<file path="src/rtl/core/lraf_pkg.sv">
// Shared types and constants for the link repeater activation machine.
// No dependencies; used by link_repeater_activation_fsm, lraf_loop_checker and tb_top.
package lraf_pkg;

   localparam int unsigned CsrIdxW  = 3;
   localparam int unsigned CsrDataW = 32;

   typedef enum logic [2:0] {
      MODE_SLEEP  = 3'd0,
      MODE_SCAN   = 3'd1,
      MODE_EVAL   = 3'd2,
      MODE_REPORT = 3'd3,
      MODE_REPEAT = 3'd4
   } mode_type;

   typedef enum logic [1:0] {
      SRC_IDLE = 2'd0,
      SRC_BASE = 2'd1,
      SRC_OWN  = 2'd2
   } source_type;

   // register indexes on the csr port
   localparam logic [CsrIdxW-1:0] REG_WEAK_THR     = 3'd0;
   localparam logic [CsrIdxW-1:0] REG_STRONG_THR   = 3'd1;
   localparam logic [CsrIdxW-1:0] REG_DEAD_CONFIRM = 3'd2;
   localparam logic [CsrIdxW-1:0] REG_SCAN_SETTLE  = 3'd3;
   localparam logic [CsrIdxW-1:0] REG_SAFETY_TMO   = 3'd4;
   localparam logic [CsrIdxW-1:0] REG_MIN_ACTIVE   = 3'd5;
   localparam logic [CsrIdxW-1:0] REG_RECOVERY     = 3'd6;
   localparam logic [CsrIdxW-1:0] REG_REPORT_INT   = 3'd7;

   // reset values of the registers
   localparam logic signed [7:0] WEAK_THR_RST     = -8'sd75;
   localparam logic signed [7:0] STRONG_THR_RST   = -8'sd65;
   localparam logic [3:0]        DEAD_CONFIRM_RST = 4'd3;
   localparam logic [15:0]       SCAN_SETTLE_RST  = 16'd2000;
   localparam logic [31:0]       SAFETY_TMO_RST   = 32'd3600000;
   localparam logic [31:0]       MIN_ACTIVE_RST   = 32'd60000;
   localparam logic [31:0]       RECOVERY_RST     = 32'd30000;
   localparam logic [31:0]       REPORT_INT_RST   = 32'd10000;

   localparam logic signed [7:0] RSSI_NONE   = -8'sd128;
   localparam logic signed [7:0] RSSI_FLOOR  = -8'sd127;
   localparam logic [3:0]        DEAD_MAX    = 4'd15;
   localparam logic [6:0]        CONF_FULL   = 7'd100;
   localparam logic [6:0]        CONF_NEG    = 7'd95;
   localparam logic [6:0]        CONF_HI     = 7'd60;
   localparam logic [6:0]        CONF_LO     = 7'd30;
   localparam logic signed [9:0] CONF_OFFSET = 10'sd80;
   localparam logic signed [9:0] CONF_HI_S   = 10'sd60;
   localparam logic signed [9:0] CONF_LO_S   = 10'sd30;

endpackage

</file>
<file path="src/rtl/core/link_repeater_activation_fsm.sv">
// Top level of the link repeater activation machine: state, csr bank, result register.
// Depends on lraf_pkg.
//
// One request word is one pass of the unit's control loop: time, command pulses,
// scan fingerprint summary and uplink RSSI. The machine steps sleep, scan,
// evaluate, report and repeater modes and returns one response word per request.
// Throughput is one word per clock while rsp_ready keeps taking words; the response
// appears in the cycle after the request is accepted, held in a single output
// register that takes a new word in the same cycle the previous one is taken. All
// mode logic is one level of 32-bit subtract-and-compare plus selection. Csr writes
// take effect at once and are meant to happen only while no word is in flight.
module link_repeater_activation_fsm
   import lraf_pkg::*;
(
   input  logic                clock,
   input  logic                reset,

   input  logic                req_valid,
   output logic                req_ready,
   input  logic [31:0]         req_now_ms,
   input  logic                req_cmd_activate,
   input  logic                req_cmd_deactivate,
   input  logic [6:0]          req_cmd_confidence,
   input  logic                req_scan_ready,
   input  logic signed [7:0]   req_scan_avg_rssi,
   input  logic                req_uplink_up,
   input  logic signed [7:0]   req_uplink_rssi,

   output logic                rsp_valid,
   input  logic                rsp_ready,
   output logic [2:0]          rsp_mode,
   output logic                rsp_sleep_now,
   output logic                rsp_scan_start,
   output logic                rsp_send_fingerprint,
   output logic                rsp_ap_up,
   output logic signed [7:0]   rsp_ap_up_rssi,
   output logic                rsp_ap_down,
   output logic [1:0]          rsp_act_source,
   output logic [6:0]          rsp_act_confidence,

   input  logic                csr_we,
   input  logic [CsrIdxW-1:0]  csr_index,
   input  logic [CsrDataW-1:0] csr_wdata
);

   // csr bank
   logic signed [7:0] weak_thr_ff, strong_thr_ff;
   logic [3:0]        dead_confirm_ff;
   logic [15:0]       scan_settle_ff;
   logic [31:0]       safety_tmo_ff, min_active_ff, recovery_ff, report_int_ff;

   // machine state
   mode_type   mode_ff, mode_in;
   logic [31:0] scan_at_ff, scan_at_in;
   logic [31:0] repeat_at_ff, repeat_at_in;
   logic [31:0] recover_at_ff, recover_at_in;
   logic        recover_vld_ff, recover_vld_in;
   logic [31:0] resend_at_ff, resend_at_in;
   logic [3:0]  dead_cnt_ff, dead_cnt_in;
   logic        pend_act_ff, pend_act_in;
   logic        pend_deact_ff, pend_deact_in;
   source_type  source_ff, source_in;
   logic [6:0]  conf_ff, conf_in;

   // result register
   logic              rsp_valid_ff, rsp_valid_in;
   logic              sleep_now_ff, sleep_now_in;
   logic              scan_start_ff, scan_start_in;
   logic              send_fp_ff, send_fp_in;
   logic              ap_up_ff, ap_up_in;
   logic signed [7:0] ap_rssi_ff, ap_rssi_in;
   logic              ap_down_ff, ap_down_in;

   logic req_accept;

   // evaluation terms
   logic signed [7:0] uplink_lvl, worst;
   logic signed [9:0] conf_sum;
   logic              scan_none, link_none, scan_low, uplink_low;
   logic [3:0]        dead_inc;
   logic [6:0]        own_conf, cmd_conf;
   logic [31:0]       scan_el, repeat_el, resend_el, recover_el;
   logic              trigger;

   assign req_ready  = !rsp_valid_ff || rsp_ready;
   assign req_accept = req_valid && req_ready;

   always_ff @(posedge clock) begin
      if (reset) begin
         weak_thr_ff     <= WEAK_THR_RST;
         strong_thr_ff   <= STRONG_THR_RST;
         dead_confirm_ff <= DEAD_CONFIRM_RST;
         scan_settle_ff  <= SCAN_SETTLE_RST;
         safety_tmo_ff   <= SAFETY_TMO_RST;
         min_active_ff   <= MIN_ACTIVE_RST;
         recovery_ff     <= RECOVERY_RST;
         report_int_ff   <= REPORT_INT_RST;
      end else if (csr_we) begin
         case (csr_index)
            REG_WEAK_THR:     weak_thr_ff     <= $signed(csr_wdata[7:0]);
            REG_STRONG_THR:   strong_thr_ff   <= $signed(csr_wdata[7:0]);
            REG_DEAD_CONFIRM: dead_confirm_ff <= csr_wdata[3:0];
            REG_SCAN_SETTLE:  scan_settle_ff  <= csr_wdata[15:0];
            REG_SAFETY_TMO:   safety_tmo_ff   <= csr_wdata;
            REG_MIN_ACTIVE:   min_active_ff   <= csr_wdata;
            REG_RECOVERY:     recovery_ff     <= csr_wdata;
            REG_REPORT_INT:   report_int_ff   <= csr_wdata;
            default: ;
         endcase
      end
   end

   always_comb begin
      uplink_lvl = req_uplink_up ? req_uplink_rssi : RSSI_NONE;
      scan_none  = (req_scan_avg_rssi == RSSI_NONE);
      link_none  = (uplink_lvl == RSSI_NONE);
      scan_low   = !scan_none && (req_scan_avg_rssi < weak_thr_ff);
      uplink_low = uplink_lvl < weak_thr_ff;
      dead_inc   = (dead_cnt_ff == DEAD_MAX) ? DEAD_MAX : dead_cnt_ff + 4'd1;
      worst      = (uplink_low && (uplink_lvl > RSSI_FLOOR)) ? uplink_lvl : req_scan_avg_rssi;
      conf_sum   = {{2{worst[7]}}, worst} + CONF_OFFSET;
      if (conf_sum[9]) begin
         own_conf = CONF_NEG;
      end else if (conf_sum > CONF_HI_S) begin
         own_conf = CONF_HI;
      end else if (conf_sum < CONF_LO_S) begin
         own_conf = CONF_LO;
      end else begin
         own_conf = conf_sum[6:0];
      end
      cmd_conf  = ((req_cmd_confidence == 7'd0) || (req_cmd_confidence > CONF_FULL)) ?
                  CONF_FULL : req_cmd_confidence;
      scan_el    = req_now_ms - scan_at_ff;
      repeat_el  = req_now_ms - repeat_at_ff;
      resend_el  = req_now_ms - resend_at_ff;
      recover_el = req_now_ms - recover_at_ff;
   end

   always_comb begin
      mode_in        = mode_ff;
      scan_at_in     = scan_at_ff;
      repeat_at_in   = repeat_at_ff;
      recover_at_in  = recover_at_ff;
      recover_vld_in = recover_vld_ff;
      resend_at_in   = resend_at_ff;
      dead_cnt_in    = dead_cnt_ff;
      pend_act_in    = pend_act_ff || req_cmd_activate;
      pend_deact_in  = pend_deact_ff || req_cmd_deactivate;
      source_in      = req_cmd_activate ? SRC_BASE : source_ff;
      conf_in        = req_cmd_activate ? cmd_conf : conf_ff;
      sleep_now_in   = 1'b0;
      scan_start_in  = 1'b0;
      send_fp_in     = 1'b0;
      ap_up_in       = 1'b0;
      ap_rssi_in     = 8'sd0;
      ap_down_in     = 1'b0;
      trigger        = 1'b0;

      case (mode_ff)
         MODE_SLEEP: begin
            sleep_now_in  = 1'b1;
            scan_start_in = 1'b1;
            mode_in       = MODE_SCAN;
            scan_at_in    = req_now_ms;
         end
         MODE_SCAN: begin
            if (scan_el >= {16'd0, scan_settle_ff}) begin
               if (req_scan_ready) begin
                  mode_in = MODE_EVAL;
               end else begin
                  mode_in    = MODE_REPORT;
                  send_fp_in = 1'b1;
               end
            end
         end
         MODE_EVAL: begin
            if (!req_scan_ready) begin
               mode_in    = MODE_REPORT;
               send_fp_in = 1'b1;
            end else if (scan_none && !uplink_low) begin
               dead_cnt_in = 4'd0;
               mode_in     = MODE_REPORT;
               send_fp_in  = 1'b1;
            end else if (scan_none && link_none && (dead_inc < dead_confirm_ff)) begin
               // empty scan, not yet confirmed as a dead zone
               dead_cnt_in = dead_inc;
               mode_in     = MODE_REPORT;
               send_fp_in  = 1'b1;
            end else begin
               trigger = pend_act_in || scan_low || uplink_low ||
                         (scan_none && link_none) || (dead_cnt_ff >= dead_confirm_ff);
               dead_cnt_in = 4'd0;
               if (trigger) begin
                  if (!pend_act_in) begin
                     source_in = SRC_OWN;
                     conf_in   = own_conf;
                  end
                  pend_act_in    = 1'b0;
                  ap_up_in       = 1'b1;
                  ap_rssi_in     = req_scan_avg_rssi;
                  mode_in        = MODE_REPEAT;
                  repeat_at_in   = req_now_ms;
                  recover_vld_in = 1'b0;
                  recover_at_in  = 32'd0;
               end else begin
                  mode_in    = MODE_REPORT;
                  send_fp_in = 1'b1;
               end
            end
         end
         MODE_REPORT: begin
            mode_in = MODE_SLEEP;
            if (pend_deact_in) begin
               pend_deact_in  = 1'b0;
               ap_down_in     = 1'b1;
               repeat_at_in   = 32'd0;
               recover_vld_in = 1'b0;
               recover_at_in  = 32'd0;
            end
         end
         MODE_REPEAT: begin
            if ((repeat_el > safety_tmo_ff) || pend_deact_in) begin
               // safety timeout leaves a pending deactivate in place
               if (repeat_el <= safety_tmo_ff) begin
                  pend_deact_in = 1'b0;
               end
               mode_in        = MODE_SLEEP;
               ap_down_in     = 1'b1;
               repeat_at_in   = 32'd0;
               recover_vld_in = 1'b0;
               recover_at_in  = 32'd0;
            end else begin
               if (resend_el >= report_int_ff) begin
                  resend_at_in = req_now_ms;
                  send_fp_in   = req_scan_ready;
               end
               if (req_uplink_up && (repeat_el > min_active_ff)) begin
                  if (req_uplink_rssi >= strong_thr_ff) begin
                     if (!recover_vld_ff) begin
                        recover_vld_in = 1'b1;
                        recover_at_in  = req_now_ms;
                     end else if (recover_el > recovery_ff) begin
                        mode_in        = MODE_SLEEP;
                        ap_down_in     = 1'b1;
                        repeat_at_in   = 32'd0;
                        recover_vld_in = 1'b0;
                        recover_at_in  = 32'd0;
                     end
                  end else begin
                     recover_vld_in = 1'b0;
                  end
               end
            end
         end
         default: begin
            mode_in = MODE_SLEEP;
         end
      endcase
   end

   always_ff @(posedge clock) begin
      if (reset) begin
         mode_ff        <= MODE_SLEEP;
         scan_at_ff     <= 32'd0;
         repeat_at_ff   <= 32'd0;
         recover_at_ff  <= 32'd0;
         recover_vld_ff <= 1'b0;
         resend_at_ff   <= 32'd0;
         dead_cnt_ff    <= 4'd0;
         pend_act_ff    <= 1'b0;
         pend_deact_ff  <= 1'b0;
         source_ff      <= SRC_IDLE;
         conf_ff        <= CONF_FULL;
      end else if (req_accept) begin
         mode_ff        <= mode_in;
         scan_at_ff     <= scan_at_in;
         repeat_at_ff   <= repeat_at_in;
         recover_at_ff  <= recover_at_in;
         recover_vld_ff <= recover_vld_in;
         resend_at_ff   <= resend_at_in;
         dead_cnt_ff    <= dead_cnt_in;
         pend_act_ff    <= pend_act_in;
         pend_deact_ff  <= pend_deact_in;
         source_ff      <= source_in;
         conf_ff        <= conf_in;
      end
   end

   // hold the word until taken; reload in the same cycle it leaves
   assign rsp_valid_in = req_accept || (rsp_valid_ff && !rsp_ready);

   always_ff @(posedge clock) begin
      if (reset) begin
         rsp_valid_ff <= 1'b0;
      end else begin
         rsp_valid_ff <= rsp_valid_in;
      end
   end

   always_ff @(posedge clock) begin
      if (req_accept) begin
         sleep_now_ff  <= sleep_now_in;
         scan_start_ff <= scan_start_in;
         send_fp_ff    <= send_fp_in;
         ap_up_ff      <= ap_up_in;
         ap_rssi_ff    <= ap_rssi_in;
         ap_down_ff    <= ap_down_in;
      end
   end

   assign rsp_valid            = rsp_valid_ff;
   assign rsp_mode             = mode_ff;
   assign rsp_sleep_now        = sleep_now_ff;
   assign rsp_scan_start       = scan_start_ff;
   assign rsp_send_fingerprint = send_fp_ff;
   assign rsp_ap_up            = ap_up_ff;
   assign rsp_ap_up_rssi       = ap_rssi_ff;
   assign rsp_ap_down          = ap_down_ff;
   assign rsp_act_source       = source_ff;
   assign rsp_act_confidence   = conf_ff;

   a_ap_up_mode: assert property (@(posedge clock) disable iff (reset)
      rsp_valid && rsp_ap_up |-> rsp_mode == MODE_REPEAT)
      else $error("activation word without repeater mode");

   a_ap_down_mode: assert property (@(posedge clock) disable iff (reset)
      rsp_valid && rsp_ap_down |-> rsp_mode == MODE_SLEEP && !rsp_ap_up)
      else $error("deactivation word not in sleep mode");

   a_recover_mode: assert property (@(posedge clock) disable iff (reset)
      recover_vld_ff |-> mode_ff == MODE_REPEAT)
      else $error("recovery tracking outside repeater mode");

   a_wake_scan: assert property (@(posedge clock) disable iff (reset)
      rsp_valid && rsp_sleep_now |-> rsp_scan_start && rsp_mode == MODE_SCAN)
      else $error("wake word did not start a scan");

endmodule

</file>
<file path="config.mk">
export PLATFORM = sky130hd
export DESIGN_NAME = link_repeater_activation_fsm
export DESIGN_NICKNAME = d
export VERILOG_FILES = /design/src/rtl/core/lraf_pkg.sv /design/src/rtl/core/link_repeater_activation_fsm.sv
export SDC_FILE = /design/constraint.sdc
export NUM_CORES = 1
export LEC_CHECK = 0
export ABC_AREA = 1
export BUFFER_PORTS_ARGS = -buffer_cell sky130_fd_sc_hd__buf_2
export CORE_MARGIN = 1.5
export CORE_UTILIZATION = 55
export CTS_BUF_LIST = sky130_fd_sc_hd__clkbuf_2
export DETAILED_ROUTE_END_ITERATION = 10
export GPL_TIMING_DRIVEN = 0
export PLACE_DENSITY = 0.82
export SYNTH_ARGS = -nofsm -noshare
export SYNTH_HDL_FRONTEND = slang
export SYNTH_SLANG_ARGS = --single-unit
</file>
<file path="constraint.sdc">
create_clock -name clock -period 8.2 [get_ports clock]
set_clock_uncertainty 0.2 [all_clocks]
set_input_delay 0.82 -clock clock [delete_from_list [all_inputs] [get_ports clock]]
set_output_delay 0.82 -clock clock [all_outputs]
set_load 0.03 [all_outputs]
</file>
; ---- Yosys cells after proc, flatten, opt, wreduce, memory -nomap -nowiden
; Cells that the tools add are included.
[totals]
out_inout_bits = 27
wordCells = 210
inputBits = 99
reg_bits = 324
[classes]
n_reduce_logical = 43
n_bitwise = 4
n_lt_le_gt_ge = 15
mux = 92
n_eq_ne = 25
add_sub_neg = 6
[ops]
columns = operator, n
row1 = $mux W32, 18
row2 = $pmux W32 S3, 2
row3 = $sub A32 B32 Y32, 4
row4 = $gt A32 B32 Y1, 3
row5 = $mux W7, 11
row6 = $mux W1, 34
row7 = $ge A32 B16 Y1, 1
row8 = $ge A32 B32 Y1, 1
row9 = $le A32 B32 Y1, 1
row10 = $mux W3, 10
row11 = $reduce_and A2 Y1, 9
row12 = $eq A8 B8 Y1 const B, 2
row13 = $lt A8 B8 Y1, 2
row14 = $mux W8, 2
row15 = $eq A3 B3 Y1 const B, 5
row16 = $mux W2, 7
row17 = $eq A3 B2 Y1 const B, 4
row18 = $mux W4, 3
row19 = $ne A2 B2 Y1 const B, 6
row20 = $ne A3 B3 Y1 const B, 4
row21 = $pmux W3 S4, 1
row22 = $reduce_and A11 Y1, 1
row23 = $logic_or A1 B1 Y1, 10
row24 = $reduce_and A10 Y1, 1
row25 = 26 further kinds, 43

; ---- Logic depth before layout (Yosys ltp)
; Gate-level depths: netlist of run 1.
[depth]
word_depth = 15
ltp_mapped = 34
mapped_depth_nobuf = 32

; ---- Worst setup path after synthesis of run 1
; No wires, ideal clock.
[synth_timing]
path_kind = input to register
start = input req_now_ms[0]
end = register resend_at_ff[23]
cell_stages = 30
setup_slack_ps = 2729
t_required_ps = 7872
arrival_time_ps = 5143
setup_ps = 128
path_buffers = 1
cell_sequence = inv_1 -> ha_1 -> fa_1 -> o21ai_1 -> nand2_1 -> o211ai_1 -> a21oi_1 -> o21ai_1 -> a21oi_1 -> o21ai_1 -> a21oi_1 -> o21ai_1 -> a21oi_1 -> xor2_1 -> ha_1 -> nand2_1 -> inv_1 -> nand3_1 -> nor4_2 -> and3_1 -> nand2_1 -> a21oi_2 -> inv_2 -> nor2_8 -> inv_2 -> nor3_4 -> buf_2 -> nor2_1 -> a21oi_1 -> nor2_1
[synth_via]
elab_chain_cells = 5
word_cells_on_any_way = 7
cone_classes = 2 x add/sub / 2 x order compare / 1 x bitwise / 2 x reduce/logical
[synth_rtl]
columns = item, line_no
row1 = start: declaration, link_repeater_activation_fsm.sv:20  ; input logic [31:0] req_now_ms,
row2 = $sub A32 B32 Y32, link_repeater_activation_fsm.sv:134  ; repeat_el = req_now_ms - repeat_at_ff;
row3 = $gt A32 B32 Y1, link_repeater_activation_fsm.sv:222  ; if ((repeat_el > safety_tmo_ff) || pend_deact_in) begin
row4 = $logic_or A1 B1 Y1, link_repeater_activation_fsm.sv:222
row5 = $not A1 Y1 (no line), n/a
row6 = $reduce_and A4 Y1 (no line) *, n/a
row7 = end signal: assignment, link_repeater_activation_fsm.sv:280  ; resend_at_ff <= resend_at_in;
row8 = end: declaration, link_repeater_activation_fsm.sv:58  ; logic [31:0] resend_at_ff, resend_at_in;
; Every way passes the cells marked *; elsewhere a longest branch is shown, timed or not.
; A chain may end at the register's enable or synchronous reset.

; ---- Final worst setup path of run 1
[layout_timing]
start = input req_now_ms[0]
end = register recover_at_ff[22]
[layout_via]
elab_chain_cells = 5
word_cells_on_any_way = 13
cone_classes = 2 x add/sub / 3 x order compare / 3 x eq/ne / 2 x mux / 3 x reduce/logical
[layout_rtl]
columns = item, line_no
row1 = $sub A32 B32 Y32, link_repeater_activation_fsm.sv:134
row2 = $gt A32 B32 Y1 (on tied branches), "link_repeater_activation_fsm.sv:222, link_repeater_activation_fsm.sv:237"
row3 = $logic_or A1 B1 Y1 / $logic_and A1 B1 Y1 (equally long branches), "link_repeater_activation_fsm.sv:222, link_repeater_activation_fsm.sv:237"
row4 = $ne A4 B4 Y1 (no line) (tied with other cells), n/a
row5 = $reduce_and A10 Y1 (no line) / $pmux W32 S3 (equally long branches), n/a
row6 = end signal: assignment, link_repeater_activation_fsm.sv:278  ; recover_at_ff <= recover_at_in;
row7 = end: declaration, link_repeater_activation_fsm.sv:56  ; logic [31:0] recover_at_ff, recover_at_in;
; Parallel ways exist; a longest one is shown, timed or not.

==> qor.txt, run 1 <==
Placed standard-cell area - 24490 µm²
Largest stage delay on the critical path - 0.64 ns
Antenna violations before repair - 1
Number of global-route vias before repair - 22030
Peak VDD IR - 0.06860 mV
R2r setup slk - 1.78 ns
# port buffers - 121
Most used flip-flop cell after synthesis - dfxtp_1
Top Ports - 126
Final setup violating endpoints - 0
Most frequent cells in the layout - inv_1, nand2_1, a21oi_1, dfxtp_1, ha_1
CTS clock-pin slew for the worst setup and hold paths - 0.10 ns
Maxcap violations - 0
Leakage - 11.86 nW
Residual DRC - 0
Hold crit path type - in -> reg
Global Route Usage Sum - 31.37%
Fin. Hold Viols - 0
Die ar. - 43440 µm²
Setup crit start kind - input port
Setup TNS - 0 ns
R2r worst-path depth - 26
H-tree Lvls - 3
Status - finished, final reports clean
Fillers - 3891
Largest net degree at the start of global routing - 22
Data arrival time of the critical path - 7.57 ns
Detailed Place HPWL - 54690 µm
Reg2reg start - repeat_at_ff[0]
Worst Tran Pin Value - 0.8984 ns
Tmin final - 6.855 ns
Yosys warnings - 0
WP buf/inv - 4
Fin crit share - 83.60%
Routed WL per cell - 16.41 µm
# nets final - 3975
Rel. slew slack - 40.11%
Row count - 75
First-pass iteration count of the detailed router - 5
CP max FO - 10
Avg Inst Size Synth - 6.991 µm²
Yosys reg bits - 324
Endpoint class of the critical path - flop
Fmax - 145.9 MHz
GPL Wtd Cong - 0.9459
Netlist Area Pre-Place - 23210 µm²
Worst path slowest cell - nor4b_1
Async SR Flop Fraction - 0%
Power per standard cell area - 173.1 nW/µm²
First-pass GRT wire length - 108900 µm
Total Wirelength - 68620 µm
Via count - 23180
End of the worst hold path - safety_tmo_ff[7]
Core area - 41760 µm²
Antenna-violating nets left - 0
Initial Util - 55.58%
Area growth from synthesis to layout - 10.85%
Cell family with most CP delay - compound AO/OA/AOI/OAI gates
Root buf cell - clkbuf_2
Worst Setup Slack, final - 1.345 ns
Unrepaired setup endpoints after global routing - false
1st-iter DRT viols - 1664
Die height - 208.4 µm
GRT Residual Overflow - 0
Share of post-route cells with drive strength above 1 - 8.706%
Tot Pwr - 4.452 mW
Mapped Cells - 3320
Hold Path Depth - 3
CP required - 8.92 ns
Clk_lat worst skew - 1.02 ns
Post-synth cell types - 61
Slew Limit Fails - 0
Num CTS Buffers - 85
Register area share after synthesis - 28.46%
PostCTS Resize Cnt - 0
Setup Buffers After CTS - 0
Die X-Extent - 208.4 µm
Clk buf depth - 3
Pre-CTS WS - 0.9622 ns
WS Path Type - in -> reg
Finished Cell Area - 25730 µm²
Synthesized Nets - 3720
Core Util, Final - 61.61%
Vias/cell - 5.543
Hold Path Origin - csr_wdata[7]
RR Endpoint - recover_at_ff[22]
CTS tree - yes
Most common cell after layout, fill and taps aside - inv_1
Clk sink count - 324
Post-synth EDFFs - 12
## Yosys cell counts, drive strengths merged (9+ instances only)
master    n  area share [%]
xnor2    30             1.1
buf      23            0.73
nand2   546             8.9
o21bai   14            0.45
nor3     35            0.85
clkbuf   76             1.2
o21a     13            0.42
a31oi    21            0.57
a211oi   10            0.32
nand4    36            0.97
a21oi   433             9.4
nand3    84             1.9
o211ai   57             1.8
ha      297              16
dfxtp   312              27
nor4      9            0.33
inv     551             8.9
a21boi    9            0.31
xor2     81             3.1
o21ai   358             7.8
edfxtp   12             1.6
nor2    259             4.4
## routing by layer
metal | part of all wire (%) | vias up | global-route usage [%]
met1 | 42 | 10570 | 38.58
met3 | 7.4 | 171 | 4.468
met5 | 0 | - | 0
met4 | 3.9 | 0 | 13.94
met2 | 47 | 812 | 54.35
li1 | - | 11620 | -
## worst register-to-register path: stages, from the launching register on
cell and delay [ns]:
dfxtp_1 0.32, ha_1 0.20, fa_1 0.41, o21ai_1 0.27, nand2_1 0.09, o211ai_1 0.14, a21oi_1 0.15, o21ai_1 0.33
a21oi_1 0.18, o21ai_1 0.25, a21oi_1 0.16, o21ai_1 0.28, a21oi_1 0.13, xor2_1 0.18, ha_1 0.31, nand4_1 0.12
nor4_1 0.40, nor4b_1 0.64, nand2_1 0.11, nand2_1 0.08, nand2_1 0.10, a21oi_2 0.18, nand2_2 0.21, nor2_4 0.19
clkbuf_1 0.47, o21ai_0 0.17, nor2_1 0.12
## state kept, by name, summed over array words and instances, names as in the netlist, 8 cells and up
signal	count
report_int_ff	32
recover_at_ff	32
recovery_ff	32
scan_settle_ff	16
weak_thr_ff	8
strong_thr_ff	8
repeat_at_ff	32
rsp_ap_up_rssi	8
min_active_ff	32
resend_at_ff	32
scan_at_ff	32
safety_tmo_ff	32
## report_power, final
part / internal (mW) / switching [mW]
Sequential: 1.67 / 0.0361
Clock: 0.445 / 0.694
Combinational: 0.593 / 1.02
## cell type report
type                    count  area [µm²]  area share, %
inverters                 553        2076          8.068
clock inverters            25       123.9         0.4815
flip-flops and latches    324        6606          25.68
clock buffers             128       640.6          2.490
diodes                      1       2.502       0.009727
well taps                 539       674.4          2.621
multi-input cells        2344       14070          54.70
plain buffers              99       455.4          1.770
repair buffers            168        1076          4.182
## logic make-up (layout without fill, tap and decap cells)
family / Yosys count / in the layout / share of synthesized area (%)
AND/OR/NAND/NOR: 984 / 984 / 17.81
buffers and inverters: 652 / 973 / 10.91
XOR/XNOR: 111 / 111 / 4.189
adder cells (fa/ha/maj): 301 / 301 / 16.36
flip-flops: 324 / 324 / 28.46
other: 0 / 1 / 0
AO/OA/AOI/OAI: 948 / 948 / 22.28
## worst max-delay path by stage
stage                  startpoint                 to  slack (ns)  depth (start not counted)
global placement    req_now_ms[1]  recover_at_ff[31]        1.07                         27
floorplan           req_now_ms[0]   resend_at_ff[23]        2.73                         30
global route        req_now_ms[0]   recover_at_ff[4]        0.94                         29
CTS                 req_now_ms[0]  recover_at_ff[22]        1.51                         29
finish              req_now_ms[0]  recover_at_ff[22]        1.34                         29
detailed placement  req_now_ms[1]  recover_at_ff[22]        0.96                         27
## per-stage QoR
stage | hold slack (ns) | std cells
floorplan | 0.2329 | 3320
global placement | 0.2469 | 3980
detailed placement | 0.2521 | 3980
CTS | 0.0007795 | 4180
global route | 0.04410 | 4181
finish | 0.03879 | 4181
## timing repair
| item | 4_1_cts | 5_1_grt |
|---|---|---|
| hold endpoints to repair | 89 | 0 |
| endpoints found under the setup margin | 0 | 0 |
| hold buffers | 47 | 0 |
(Power assumes the default switching activity.)
==> run 2, diff against run 1 <==
--- a/config.mk
+++ b/config.mk
@@ -12,7 +12,7 @@
 export CTS_BUF_LIST = sky130_fd_sc_hd__clkbuf_2
 export DETAILED_ROUTE_END_ITERATION = 10
 export GPL_TIMING_DRIVEN = 0
-export PLACE_DENSITY = 0.82
+export PLACE_DENSITY = 0.85
 export SYNTH_ARGS = -nofsm -noshare
 export SYNTH_HDL_FRONTEND = slang
 export SYNTH_SLANG_ARGS = --single-unit
==> constraint.sdc (replaced) <==
create_clock -name clock -period 6.2 [get_ports clock]
set_clock_uncertainty 0.2 [all_clocks]
set_input_delay 0.62 -clock clock [delete_from_list [all_inputs] [get_ports clock]]
set_output_delay 0.62 -clock clock [all_outputs]
set_load 0.03 [all_outputs]
==> run 2 against run 1 <==
Sequential share of layout area fell by 0.49 points. Non-clock buffer count up 54. Die area stayed put. Total power increased by 32%. Count of clock-buffer cells in the layout down 12. First-iteration DRC count increased by 5.0%. Cell area up 2.0%. Register-to-register slack worse by 1.4 ns. Combinational power increased by 34%. Setup slack worse by 0.98 ns. Wire length is 2.8% higher. Critical endpoint is now recover_at_ff[18].
==> qor.txt, run 2 (synthesis results as in run 1) <==
Die height - 208.4 µm
Fin. Hold Viols - 0
Worst Setup SP - repeat_at_ff[0]
Final setup violating endpoints - 0
Slew Limit Fails - 0
Worst path slowest cell - fa_1
# nets final - 4028
Maxcap violations - 0
Placed Cells - 3980
CTS clock-pin slew for the worst setup and hold paths - 0.10 ns
Root buf cell - clkbuf_2
Antenna-violating nets left - 0
Setup crit start kind - flop
Data arrival time of the critical path - 6.52 ns
Initial Util - 55.58%
Leakage - 12.04 nW
Hold crit path type - in -> reg
# port buffers - 121
Most common cell after layout, fill and taps aside - inv_1
First-pass GRT wire length - 110600 µm
Clk buf depth - 3
Hold Path Origin - req_now_ms[0]
Clk_lat worst skew - 1.06 ns
Num CTS Buffers - 84
Clk sink count - 324
Largest stage delay on the critical path - 0.41 ns
Number of global-route vias before repair - 22690
Share of post-route cells with drive strength above 1 - 8.700%
Detailed Place HPWL - 54930 µm
Vias/cell - 5.588
Non-Filler Instances - 4219
Via count - 23570
CP max FO - 10
Core area - 41760 µm²
Die ar. - 43440 µm²
Peak VDD IR - 0.1014 mV
WHS - 0.03785 ns
Fin crit share - 94.15%
GRT Residual Overflow - 0
Worst Tran Pin Value - 0.8912 ns
Area growth from synthesis to layout - 13.01%
Routed WL per cell - 16.72 µm
CP required - 6.88 ns
Setup TNS - 0 ns
Status - finished, final reports clean
1st-iter DRT viols - 1747
Row count - 75
GPL Wtd Cong - 0.9575
Most frequent cells in the layout - inv_1, nand2_1, a21oi_1, dfxtp_1, ha_1
Die X-Extent - 208.4 µm
H-tree Lvls - 3
First-pass iteration count of the detailed router - 7
Antenna violations before repair - 2
Largest net degree at the start of global routing - 22
Fmax - 171.3 MHz
Global Route Usage Sum - 31.84%
Unrepaired setup endpoints after global routing - false
Power per standard cell area - 224.4 nW/µm²
Pre-CTS WS - -0.7908 ns
Top Ports - 126
CTS tree - yes
Endpoint class of the critical path - flop
Rel. slew slack - 40.37%
Worst Setup Slack, final - 0.3626 ns
WS Path Type - reg -> reg
Top cell by count, worst path - a21oi_1
Residual DRC - 0
Tmin final - 5.837 ns
Total Wirelength - 70530 µm
Reg2reg start - repeat_at_ff[0]
-- run 2: cell count changes in the layout (fill, tap and decap cells not counted), moves of 2 or more --
cell           delta
buf_4             +3
clkbuf_1          -3
clkbuf_2          -9
clkinv_1          -6
dlygate4sd3_1    +50
inv_2             +2
nor4_1            -2
nor4_2            +2
o21ai_1           -2
o21ai_2           +2
-- run 2: path summary, 6_finish.rpt --
path | end | slack, ns | cells past startpoint
setup reg to reg | recover_at_ff[18] | 0.36 | 32
setup / recovery | recover_at_ff[18] | 0.36 | 32
hold reg to reg | scan_at_ff[23] | 0.27 | 2
hold / removal | recover_at_ff[0] | 0.04 | 5
-- run 2: cell type report --
type	count	area [µm²]
fill	3779	15530
multi-input combinational	2344	14100
sequential	324	6606
inverter	553	2076
timing repair buffer	222	1619
tap	539	674.4
clock buffer	116	580.6
buffer	99	459.2
clock inverter	20	103.9
antenna	2	5.005
-- run 2: metrics by stage --
stage	total power, mW	utilization, %	cell area, µm²
2_1_floorplan	3.824	-	23210
3_3_place_gp	4.308	58.65	24490
3_5_place_dp	4.360	58.65	24490
4_1_cts	5.840	62.69	26180
5_1_grt	6.281	62.80	26230
6_report	5.885	62.81	26230
-- run 2: report_power, final --
group / internal, mW / switching [mW] / total [mW]
registers: 2.21 / 0.0490 / 2.26
clock network: 0.538 / 0.926 / 1.46
logic: 0.808 / 1.36 / 2.16
-- run 2: repair_timing --
item	CTS	global route
hold buffers	97	0
gates resized for setup	2	11
pin swaps	1	1
hold endpoints to repair	311	0
buffers inserted	2	2
endpoints found under the setup margin	28	96
-- run 2: routing by layer --
metal | wire length [µm] | GRT usage, % | up-vias | share of wire, %
li1 | - | - | 11710 | -
met2 | 33070 | 55.59 | 925 | 47
met5 | 0 | 0 | - | 0
met1 | 28400 | 37.70 | 10710 | 40
met3 | 5801 | 5.328 | 230 | 8.2
met4 | 3255 | 15.78 | 0 | 4.6
-- run 2: worst max-delay path: cells and delay by family, from the launching register on --
family          cells  cell delay, ns
simple gates       10            1.44
buf+inv             4            0.46
xor+xnor            1            0.17
flops               1            0.32
fa+ha+maj           3            0.90
compound gates     14            2.18
